File: src/orsrch_pkg.sv
`default_nettype none

package orsrch_pkg;

  // Request kinds carried on the input tuser.
  typedef enum logic [1:0] {
    KIND_RESTART = 2'd0,
    KIND_PASS    = 2'd1,
    KIND_PAIR    = 2'd2
  } kind_e;

  localparam int unsigned ROM_W      = 64;
  localparam int unsigned POS_W      = 7;
  localparam int unsigned FAM_W      = 4;
  localparam int unsigned CRC_BYTES  = 7;
  localparam int unsigned CRC_BITS   = CRC_BYTES * 8;
  localparam logic [7:0]  CRC_POLY   = 8'h8C;

  localparam logic [POS_W-1:0] END_POSITION = POS_W'(65);
  localparam logic [POS_W-1:0] FAMILY_LIMIT = POS_W'(9);

  // Field layout of the output tdata, lowest bit first.
  localparam int unsigned OUT_SEND_BIT    = 0;
  localparam int unsigned OUT_WVALID_BIT  = 1;
  localparam int unsigned OUT_DIR_BIT     = 2;
  localparam int unsigned OUT_FOUND_BIT   = 3;
  localparam int unsigned OUT_LASTDEV_BIT = 4;
  localparam int unsigned OUT_FIELDS_W    = 5 + ROM_W + 1 + FAM_W;
  localparam int unsigned OUT_DATA_W      = ((OUT_FIELDS_W + 7) / 8) * 8;

  typedef struct packed {
    logic [ROM_W-1:0] rom;
    logic [7:0]       crc;        // CRC-8 of the low seven bytes of rom
    logic [POS_W-1:0] last_disc;
    logic [FAM_W-1:0] last_fam;
    logic             last_dev;
    logic             in_pass;
    logic [POS_W-1:0] bit_pos;
    logic [POS_W-1:0] zero_pos;
  } state_t;

  localparam state_t STATE_RESET = '{
    rom:       '0,
    crc:       '0,
    last_disc: '0,
    last_fam:  '0,
    last_dev:  1'b0,
    in_pass:   1'b0,
    bit_pos:   POS_W'(1),
    zero_pos:  '0
  };

  typedef struct packed {
    logic [1:0] kind;
    logic       presence;
    logic       id_bit;
    logic       complement_bit;
  } item_t;

  typedef struct packed {
    logic             send_search_command;
    logic             write_valid;
    logic             direction_bit;
    logic             pass_done;
    logic             device_found;
    logic             last_device;
    logic [ROM_W-1:0] rom_code;
    logic             crc_ok;
    logic [FAM_W-1:0] family_discrepancy;
  } result_t;

  // The CRC is linear in the code bits, so the CRC of the low seven bytes is
  // the XOR of one column per set bit. Bits of the top byte have no column.
  typedef logic [ROM_W-1:0][7:0] crc_col_t;

  function automatic crc_col_t crc_columns();
    crc_col_t   cols;
    logic [7:0] crc;
    logic       mix;
    cols = '0;
    for (int i = 0; i < CRC_BITS; i++) begin
      crc = '0;
      for (int k = i; k < CRC_BITS; k++) begin
        mix = crc[0] ^ ((k == i) ? 1'b1 : 1'b0);
        crc = crc >> 1;
        if (mix) begin
          crc = crc ^ CRC_POLY;
        end
      end
      cols[i] = crc;
    end
    return cols;
  endfunction

  localparam crc_col_t CRC_COLUMN = crc_columns();

  // Forget the discrepancy history and the last-device flag.
  function automatic state_t clear_counters(state_t s);
    state_t r;
    r          = s;
    r.last_disc = '0;
    r.last_fam  = '0;
    r.last_dev  = 1'b0;
    return r;
  endfunction

endpackage

`default_nettype wire

File: src/onewire_rom_search.sv
// 1-Wire ROM search engine, decision logic only (bus timing lives elsewhere).
// Input stream: tuser carries the request kind (restart, begin pass, bit pair);
// tdata carries the presence result and the id/complement pair read from the
// bus. Every accepted request produces exactly one result on the output
// stream, in order: the search command strobe, the direction bit to write
// back, the pass outcome (tlast marks the end of a pass), the ROM code, its
// CRC-8 check and the family discrepancy position.
// A request passes the input register and then the result register, so its
// result is registered twice between the input port and the output port;
// throughput is one request per cycle while the receiver does not stall,
// set by the combinational state update between the two registers.
// Reset clears the search state (bit position back to one) and empties both
// registers. When the receiver stalls, the result waits in the output
// register and the input register still takes one more request; after that
// s_axis_tready_o drops until the result is taken.
`default_nettype none

module onewire_rom_search (
  input  wire                              clk_i,
  input  wire                              rst_ni,
  input  wire                              s_axis_tvalid_i,
  output logic                             s_axis_tready_o,
  // [0] presence, [1] id_bit, [2] complement_bit, [7:3] zero
  input  wire  [7:0]                       s_axis_tdata_i,
  // [1:0] kind
  input  wire  [1:0]                       s_axis_tuser_i,
  output logic                             m_axis_tvalid_o,
  input  wire                              m_axis_tready_i,
  // [0] send_search_command, [1] write_valid, [2] direction_bit,
  // [3] device_found, [4] last_device, [68:5] rom_code, [69] crc_ok,
  // [73:70] family_discrepancy, [79:74] zero
  output logic [orsrch_pkg::OUT_DATA_W-1:0] m_axis_tdata_o,
  // pass_done
  output logic                             m_axis_tlast_o
);

  // Input register: holds one request until the state update can take it.
  logic                in_valid_q;
  orsrch_pkg::item_t   in_item_q;

  // Search state.
  orsrch_pkg::state_t  st_q;
  orsrch_pkg::state_t  st_d;

  // Result register.
  logic                out_valid_q;
  orsrch_pkg::result_t out_q;
  orsrch_pkg::result_t res_d;

  logic advance;
  logic in_ready;

  // A request moves into the result register whenever that register is free
  // or is being emptied in this same cycle.
  assign advance  = in_valid_q && (!out_valid_q || m_axis_tready_i);
  assign in_ready = !in_valid_q || advance;

  orsrch_step u_step (
    .st_i   (st_q),
    .item_i (in_item_q),
    .st_o   (st_d),
    .res_o  (res_d)
  );

  always_ff @(posedge clk_i or negedge rst_ni) begin
    if (!rst_ni) begin
      in_valid_q <= 1'b0;
    end else if (in_ready) begin
      in_valid_q <= s_axis_tvalid_i;
    end
  end

  always_ff @(posedge clk_i) begin
    if (in_ready && s_axis_tvalid_i) begin
      in_item_q.kind           <= s_axis_tuser_i;
      in_item_q.presence       <= s_axis_tdata_i[0];
      in_item_q.id_bit         <= s_axis_tdata_i[1];
      in_item_q.complement_bit <= s_axis_tdata_i[2];
    end
  end

  always_ff @(posedge clk_i or negedge rst_ni) begin
    if (!rst_ni) begin
      st_q <= orsrch_pkg::STATE_RESET;
    end else if (advance) begin
      st_q <= st_d;
    end
  end

  always_ff @(posedge clk_i or negedge rst_ni) begin
    if (!rst_ni) begin
      out_valid_q <= 1'b0;
    end else if (advance) begin
      out_valid_q <= 1'b1;
    end else if (m_axis_tready_i) begin
      out_valid_q <= 1'b0;
    end
  end

  always_ff @(posedge clk_i) begin
    if (advance) begin
      out_q <= res_d;
    end
  end

  assign s_axis_tready_o = in_ready;
  assign m_axis_tvalid_o = out_valid_q;
  assign m_axis_tlast_o  = out_q.pass_done;
  assign m_axis_tdata_o  = {
    (orsrch_pkg::OUT_DATA_W - orsrch_pkg::OUT_FIELDS_W)'(0),
    out_q.family_discrepancy,
    out_q.crc_ok,
    out_q.rom_code,
    out_q.last_device,
    out_q.device_found,
    out_q.direction_bit,
    out_q.write_valid,
    out_q.send_search_command
  };

endmodule

`default_nettype wire

File: src/orsrch_step.sv
`default_nettype none

// Next search state and result for one request.
module orsrch_step (
  input  var orsrch_pkg::state_t  st_i,
  input  var orsrch_pkg::item_t   item_i,
  output orsrch_pkg::state_t      st_o,
  output orsrch_pkg::result_t     res_o
);

  logic [orsrch_pkg::POS_W-1:0] pos_m1;
  logic [orsrch_pkg::POS_W-1:0] pos_next;
  logic [5:0]                   idx;
  logic                         cur_bit;
  logic                         is_tie;
  logic                         dir;
  orsrch_pkg::state_t           st_d;
  orsrch_pkg::result_t          res;

  assign pos_m1   = st_i.bit_pos - orsrch_pkg::POS_W'(1);
  assign pos_next = st_i.bit_pos + orsrch_pkg::POS_W'(1);
  assign idx      = pos_m1[5:0];
  assign cur_bit  = st_i.rom[idx];
  assign is_tie   = (item_i.id_bit == item_i.complement_bit);

  // On a discrepancy, follow the previous path below the last discrepancy,
  // take the one branch at it and the zero branch beyond it.
  always_comb begin
    if (!is_tie) begin
      dir = item_i.id_bit;
    end else if (st_i.bit_pos < st_i.last_disc) begin
      dir = cur_bit;
    end else begin
      dir = (st_i.bit_pos == st_i.last_disc);
    end
  end

  always_comb begin
    st_d = st_i;
    res  = '0;
    unique case (item_i.kind)
      orsrch_pkg::KIND_RESTART: begin
        st_d = orsrch_pkg::STATE_RESET;
      end
      orsrch_pkg::KIND_PASS: begin
        st_d.in_pass   = 1'b0;
        st_d.bit_pos   = orsrch_pkg::POS_W'(1);
        st_d.zero_pos  = '0;
        if (st_i.last_dev) begin
          st_d            = orsrch_pkg::clear_counters(st_d);
          res.pass_done   = 1'b1;
          res.last_device = 1'b1;
        end else if (!item_i.presence) begin
          st_d          = orsrch_pkg::clear_counters(st_d);
          res.pass_done = 1'b1;
        end else begin
          res.send_search_command = 1'b1;
          st_d.in_pass            = 1'b1;
        end
      end
      orsrch_pkg::KIND_PAIR: begin
        if (st_i.in_pass) begin
          if (item_i.id_bit && item_i.complement_bit) begin
            st_d          = orsrch_pkg::clear_counters(st_d);
            st_d.in_pass  = 1'b0;
            res.pass_done = 1'b1;
          end else begin
            if (is_tie && !dir) begin
              st_d.zero_pos = st_i.bit_pos;
              if (st_i.bit_pos < orsrch_pkg::FAMILY_LIMIT) begin
                st_d.last_fam = st_i.bit_pos[orsrch_pkg::FAM_W-1:0];
              end
            end
            st_d.rom[idx] = dir;
            if (dir != cur_bit) begin
              st_d.crc = st_i.crc ^ orsrch_pkg::CRC_COLUMN[idx];
            end
            res.write_valid   = 1'b1;
            res.direction_bit = dir;
            st_d.bit_pos      = pos_next;
            if (pos_next >= orsrch_pkg::END_POSITION) begin
              st_d.in_pass   = 1'b0;
              res.pass_done  = 1'b1;
              st_d.last_disc = st_d.zero_pos;
              if (st_d.zero_pos == '0) begin
                st_d.last_dev = 1'b1;
              end
              if (st_d.rom[7:0] == 8'h00) begin
                st_d = orsrch_pkg::clear_counters(st_d);
              end else begin
                res.device_found = 1'b1;
                res.last_device  = st_d.last_dev;
              end
            end
          end
        end
      end
      default: begin
      end
    endcase
    res.rom_code           = st_d.rom;
    res.crc_ok             = (st_d.crc == st_d.rom[orsrch_pkg::ROM_W-1 -: 8]);
    res.family_discrepancy = st_d.last_fam;
  end

  assign st_o  = st_d;
  assign res_o = res;

endmodule

`default_nettype wire

File: config.mk
export PLATFORM = sky130hd
export DESIGN_NAME = onewire_rom_search
export DESIGN_NICKNAME = d
export VERILOG_FILES = /design/src/orsrch_pkg.sv /design/src/onewire_rom_search.sv /design/src/orsrch_step.sv
export SDC_FILE = /design/constraint.sdc
export NUM_CORES = 1
export LEC_CHECK = 0
export CAP_MARGIN = 20
export CORE_MARGIN = 2
export CORE_UTILIZATION = 55
export DETAILED_ROUTE_END_ITERATION = 8
export DONT_BUFFER_PORTS = 1
export GPL_ROUTABILITY_DRIVEN = 0
export PLACE_DENSITY = 0.7
export REMOVE_ABC_BUFFERS = 1
export SYNTH_ARGS = -nofsm -noshare
export SYNTH_HDL_FRONTEND = slang
export SYNTH_SLANG_ARGS = --single-unit
File: constraint.sdc
create_clock -name clk_i -period 14.89 [get_ports clk_i]
set_clock_uncertainty 0.2 [all_clocks]
set_input_delay 2.978 -clock clk_i [delete_from_list [all_inputs] [get_ports clk_i]]
set_output_delay 2.978 -clock clk_i [all_outputs]
set_load 0.01 [all_outputs]
==> impl_metrics.yaml <==
placement:
  place_inst: 1303
  dp_hpwl_um: 18800
  portBuffers: 0
power_and_ir_drop:
  pwr_density_cell_nw_per_um2: 123
  ir_drop_mv: 0.0907
  leakagePower_nw: 4.58
grt:
  grt_max_degree: 102
  antenna_found_initial: 0
  grt_pass1_wl_um: 46700
  grt_usage: 0.295
  grt.overflow.total: 0
  grt_pass1_vias: 8462
detailed_routing:
  drc: 0
  met2WireLength_um: 13300
  highest_layer: "met4"
  firstDrtPassIters: 7
  drtAntennaViolNets: 0
  routed_via_density: 6.67
  routed_wl_um: 29400
  drt-met1-wl_um: 12300
  drt_iter0_drc: 859
  vias: 8904
  wl_per_cell_um: 22.0
  wl_met3_um: 2920
critical_path:
  cp_max_fo: 3
  rrSetupSlack_ns: 8.94
  startpoint_type: "input port"
  cp_slowest_cell: "nand3b_1"
  crit_arrival_ns: 3.20
  crit_chain: "nand3b_1"
  critPathCapture: "s_axis_tready_o"
  worstReg2RegStart: "st_q[7]"
  crit_family: "simple AND/OR/NAND/NOR gates"
  cp.depth: 1
  crit_path_end_kind: "output pin"
  crit_buf_inv: 0
  r2r_cells: 16
  crit_type: "input port to output pin"
  regToRegEndpoint: "m_axis_tdata_o[69]"
  cp.required_ns: 11.71
  critical_path.max_stage_delay_ns: 0.22
  startpoint: "m_axis_tready_i"
clock_tree:
  post_cts_resize_count: 0
  post_cts_buffers: 0
  cts_tree: "yes"
  cts_sinks: 181
  clk_latency_ns: 0.45
  clock_path_buffers: 2
  htree_levels: 4
  numCtsBuffers: 17
  path_clk_slew_ns: 0.07
  clockRootBuffer: "clkbuf_16"
  postCtsHoldBufs: 0
finish:
  layout.nets: 1097
  layout_commonest_cell: "o21ai_0"
  drive_gt1_frac: 0.136
  antenna_cells: 0
  fin_cells: 1335
  area_growth_pct: 7.14
  final_util: 0.596
  final_cell_mix: "o21ai_0 (169), nand2_1 (118), dfrtp_1 (100)"
min_path:
  hold_class: "flop to flop"
floorplan:
  die_w_um: 144
  io_pins: 97
  die_h_um: 144
  core_um2: 19300
  die_area_um2: 20600
  initial_core_util: 0.557
  std_cell_rows: 51
logic_synthesis:
  synth-seq-cells: 181
  syn_area_um2: 10700
  yosysWarnings: 0
  yosysUniqueCellTypes: 82
  avgSynthCellArea_um2: 9.76
  async_reset_ff_frac: 0.558
  syn-instance-count: 1099
  synthFlopType: "dfrtp_1"
  ys_seq_area_frac: 0.460
  synth_enable_flop_cells: 80
sta:
  maxSlewViolCount: 0
  slew_headroom: 0.267
  fmax_ghz: 0.157
  rsz0062_at_grt: "false"
  setup_viol_count_final: 0
  final_hold_viol_count: 0
  setup_tns_ns: 0
  period_needed_ns: 6.38
  finalCritPeriodShare: 0.428
  tightestPinTransition_ns: 1.10
run:
  cap_violations: 0
status:
  status: "finished clean"
==> worst reg2reg max path, stage by stage (launching register included) <==
cell and delay [ns]:
dfstp_2 0.38, inv_2 0.35, ha_1 0.42, inv_1 0.12
ha_1 0.29, buf_4 0.48, mux4_2 0.44, and3_1 0.19
a211oi_1 0.23, a311o_1 0.29, o21ai_1 0.20, a2111oi_4 0.43
and3_1 0.54, o21ai_0 0.25, o21ai_0 0.18, or4b_1 0.46
nor4_2 0.33
==> cell type report <==
class                           count  area, um2
Fill cell                        1619       7780
Multi-Input combinational cell    806       5370
Sequential cell                   181       4930
Clock buffer                       18        429
Tap cell                          265        332
Clock inverter                     14        161
Timing Repair Buffer               19        143
Inverter                           32        125
==> power by group <==
group          internal [mW]  switching (mW)
Sequential             0.545          0.0171
Clock                  0.239           0.214
Combinational          0.117           0.281
Total                  0.902           0.512
==> kinds of logic after synthesis <==
family          count (synthesis)  synth area share
compound gates                395             0.229
fa+ha+maj                      26            0.0303
xor+xnor                        8           0.00782
mux                            78            0.0979
buf+inv                       117            0.0455
flops                         181             0.460
other cells                     1          0.000350
simple gates                  293             0.130
==> sequential cells by signal (all words and copies together) (netlist names) <==
| register | cells |
|---|---|
| st_q | 99 |
| m_axis_tvalid_o | 1 |
| m_axis_tlast_o | 1 |
| in_valid_q | 1 |
| in_item_q | 5 |
| m_axis_tdata_o | 74 |
==> worst min-delay path by stage <==
stage	startpoint	to	depth (start not counted)
global placement	st_q[26]	st_q[26]	2
floorplan	st_q[22]	st_q[22]	2
global route	st_q[21]	st_q[21]	2
finish	st_q[24]	st_q[24]	2
CTS	st_q[24]	st_q[24]	2
detailed placement	st_q[24]	st_q[24]	2
==> cells in the mapped netlist, types with 4 or more instances <==
library cell	instances	area share
nand2_1	118	0.041
nor2_1	53	0.019
nor3_1	24	0.011
and3_1	10	0.0058
mux4_2	16	0.034
o21a_1	5	0.0035
a22oi_1	15	0.010
nor2b_1	6	0.0035
a32o_1	5	0.0047
a211oi_1	18	0.013
a22o_1	14	0.011
nand2b_1	10	0.0058
nand4_1	4	0.0023
o21ai_0	169	0.079
buf_2	8	0.0037
or3_1	7	0.0041
a311o_1	5	0.0047
xor2_1	4	0.0033
buf_4	8	0.0056
a21oi_1	79	0.037
ha_1	26	0.030
inv_1	29	0.010
mux2_2	55	0.058
clkbuf_1	61	0.021
buf_1	6	0.0021
a31oi_1	11	0.0064
mux2i_1	7	0.0065
and2_1	5	0.0029
dfrtp_1	100	0.23
o21ai_1	6	0.0028
edfxtp_1	80	0.22
o211ai_1	7	0.0049
nor4_1	13	0.0076
nand3_1	23	0.011
o31ai_1	7	0.0049
a21boi_0	9	0.0063
==> stage by stage <==
| stage | instance area (um2) | power, mW | hold slack [ns] | setup WS, ns |
|---|---|---|---|---|
| finish | 11500 | 1.41 | 0.288 | 8.51 |
| global route | 11500 | 1.47 | 0.331 | 8.49 |
| CTS | 11500 | 1.41 | 0.292 | 8.51 |
| detailed placement | 10900 | 0.956 | 0.277 | 8.51 |
| global placement | 10900 | 0.952 | 0.265 | 8.51 |
| floorplan | 10400 | 0.839 | 0.250 | 7.26 |
==> per-layer routing <==
metal,track usage,vias up
met2,0.439,512
li1,-,4032
met5,0.0150,-
met4,0.121,0
met3,0.0743,66
met1,0.414,4294
(Power assumes the default switching activity.)
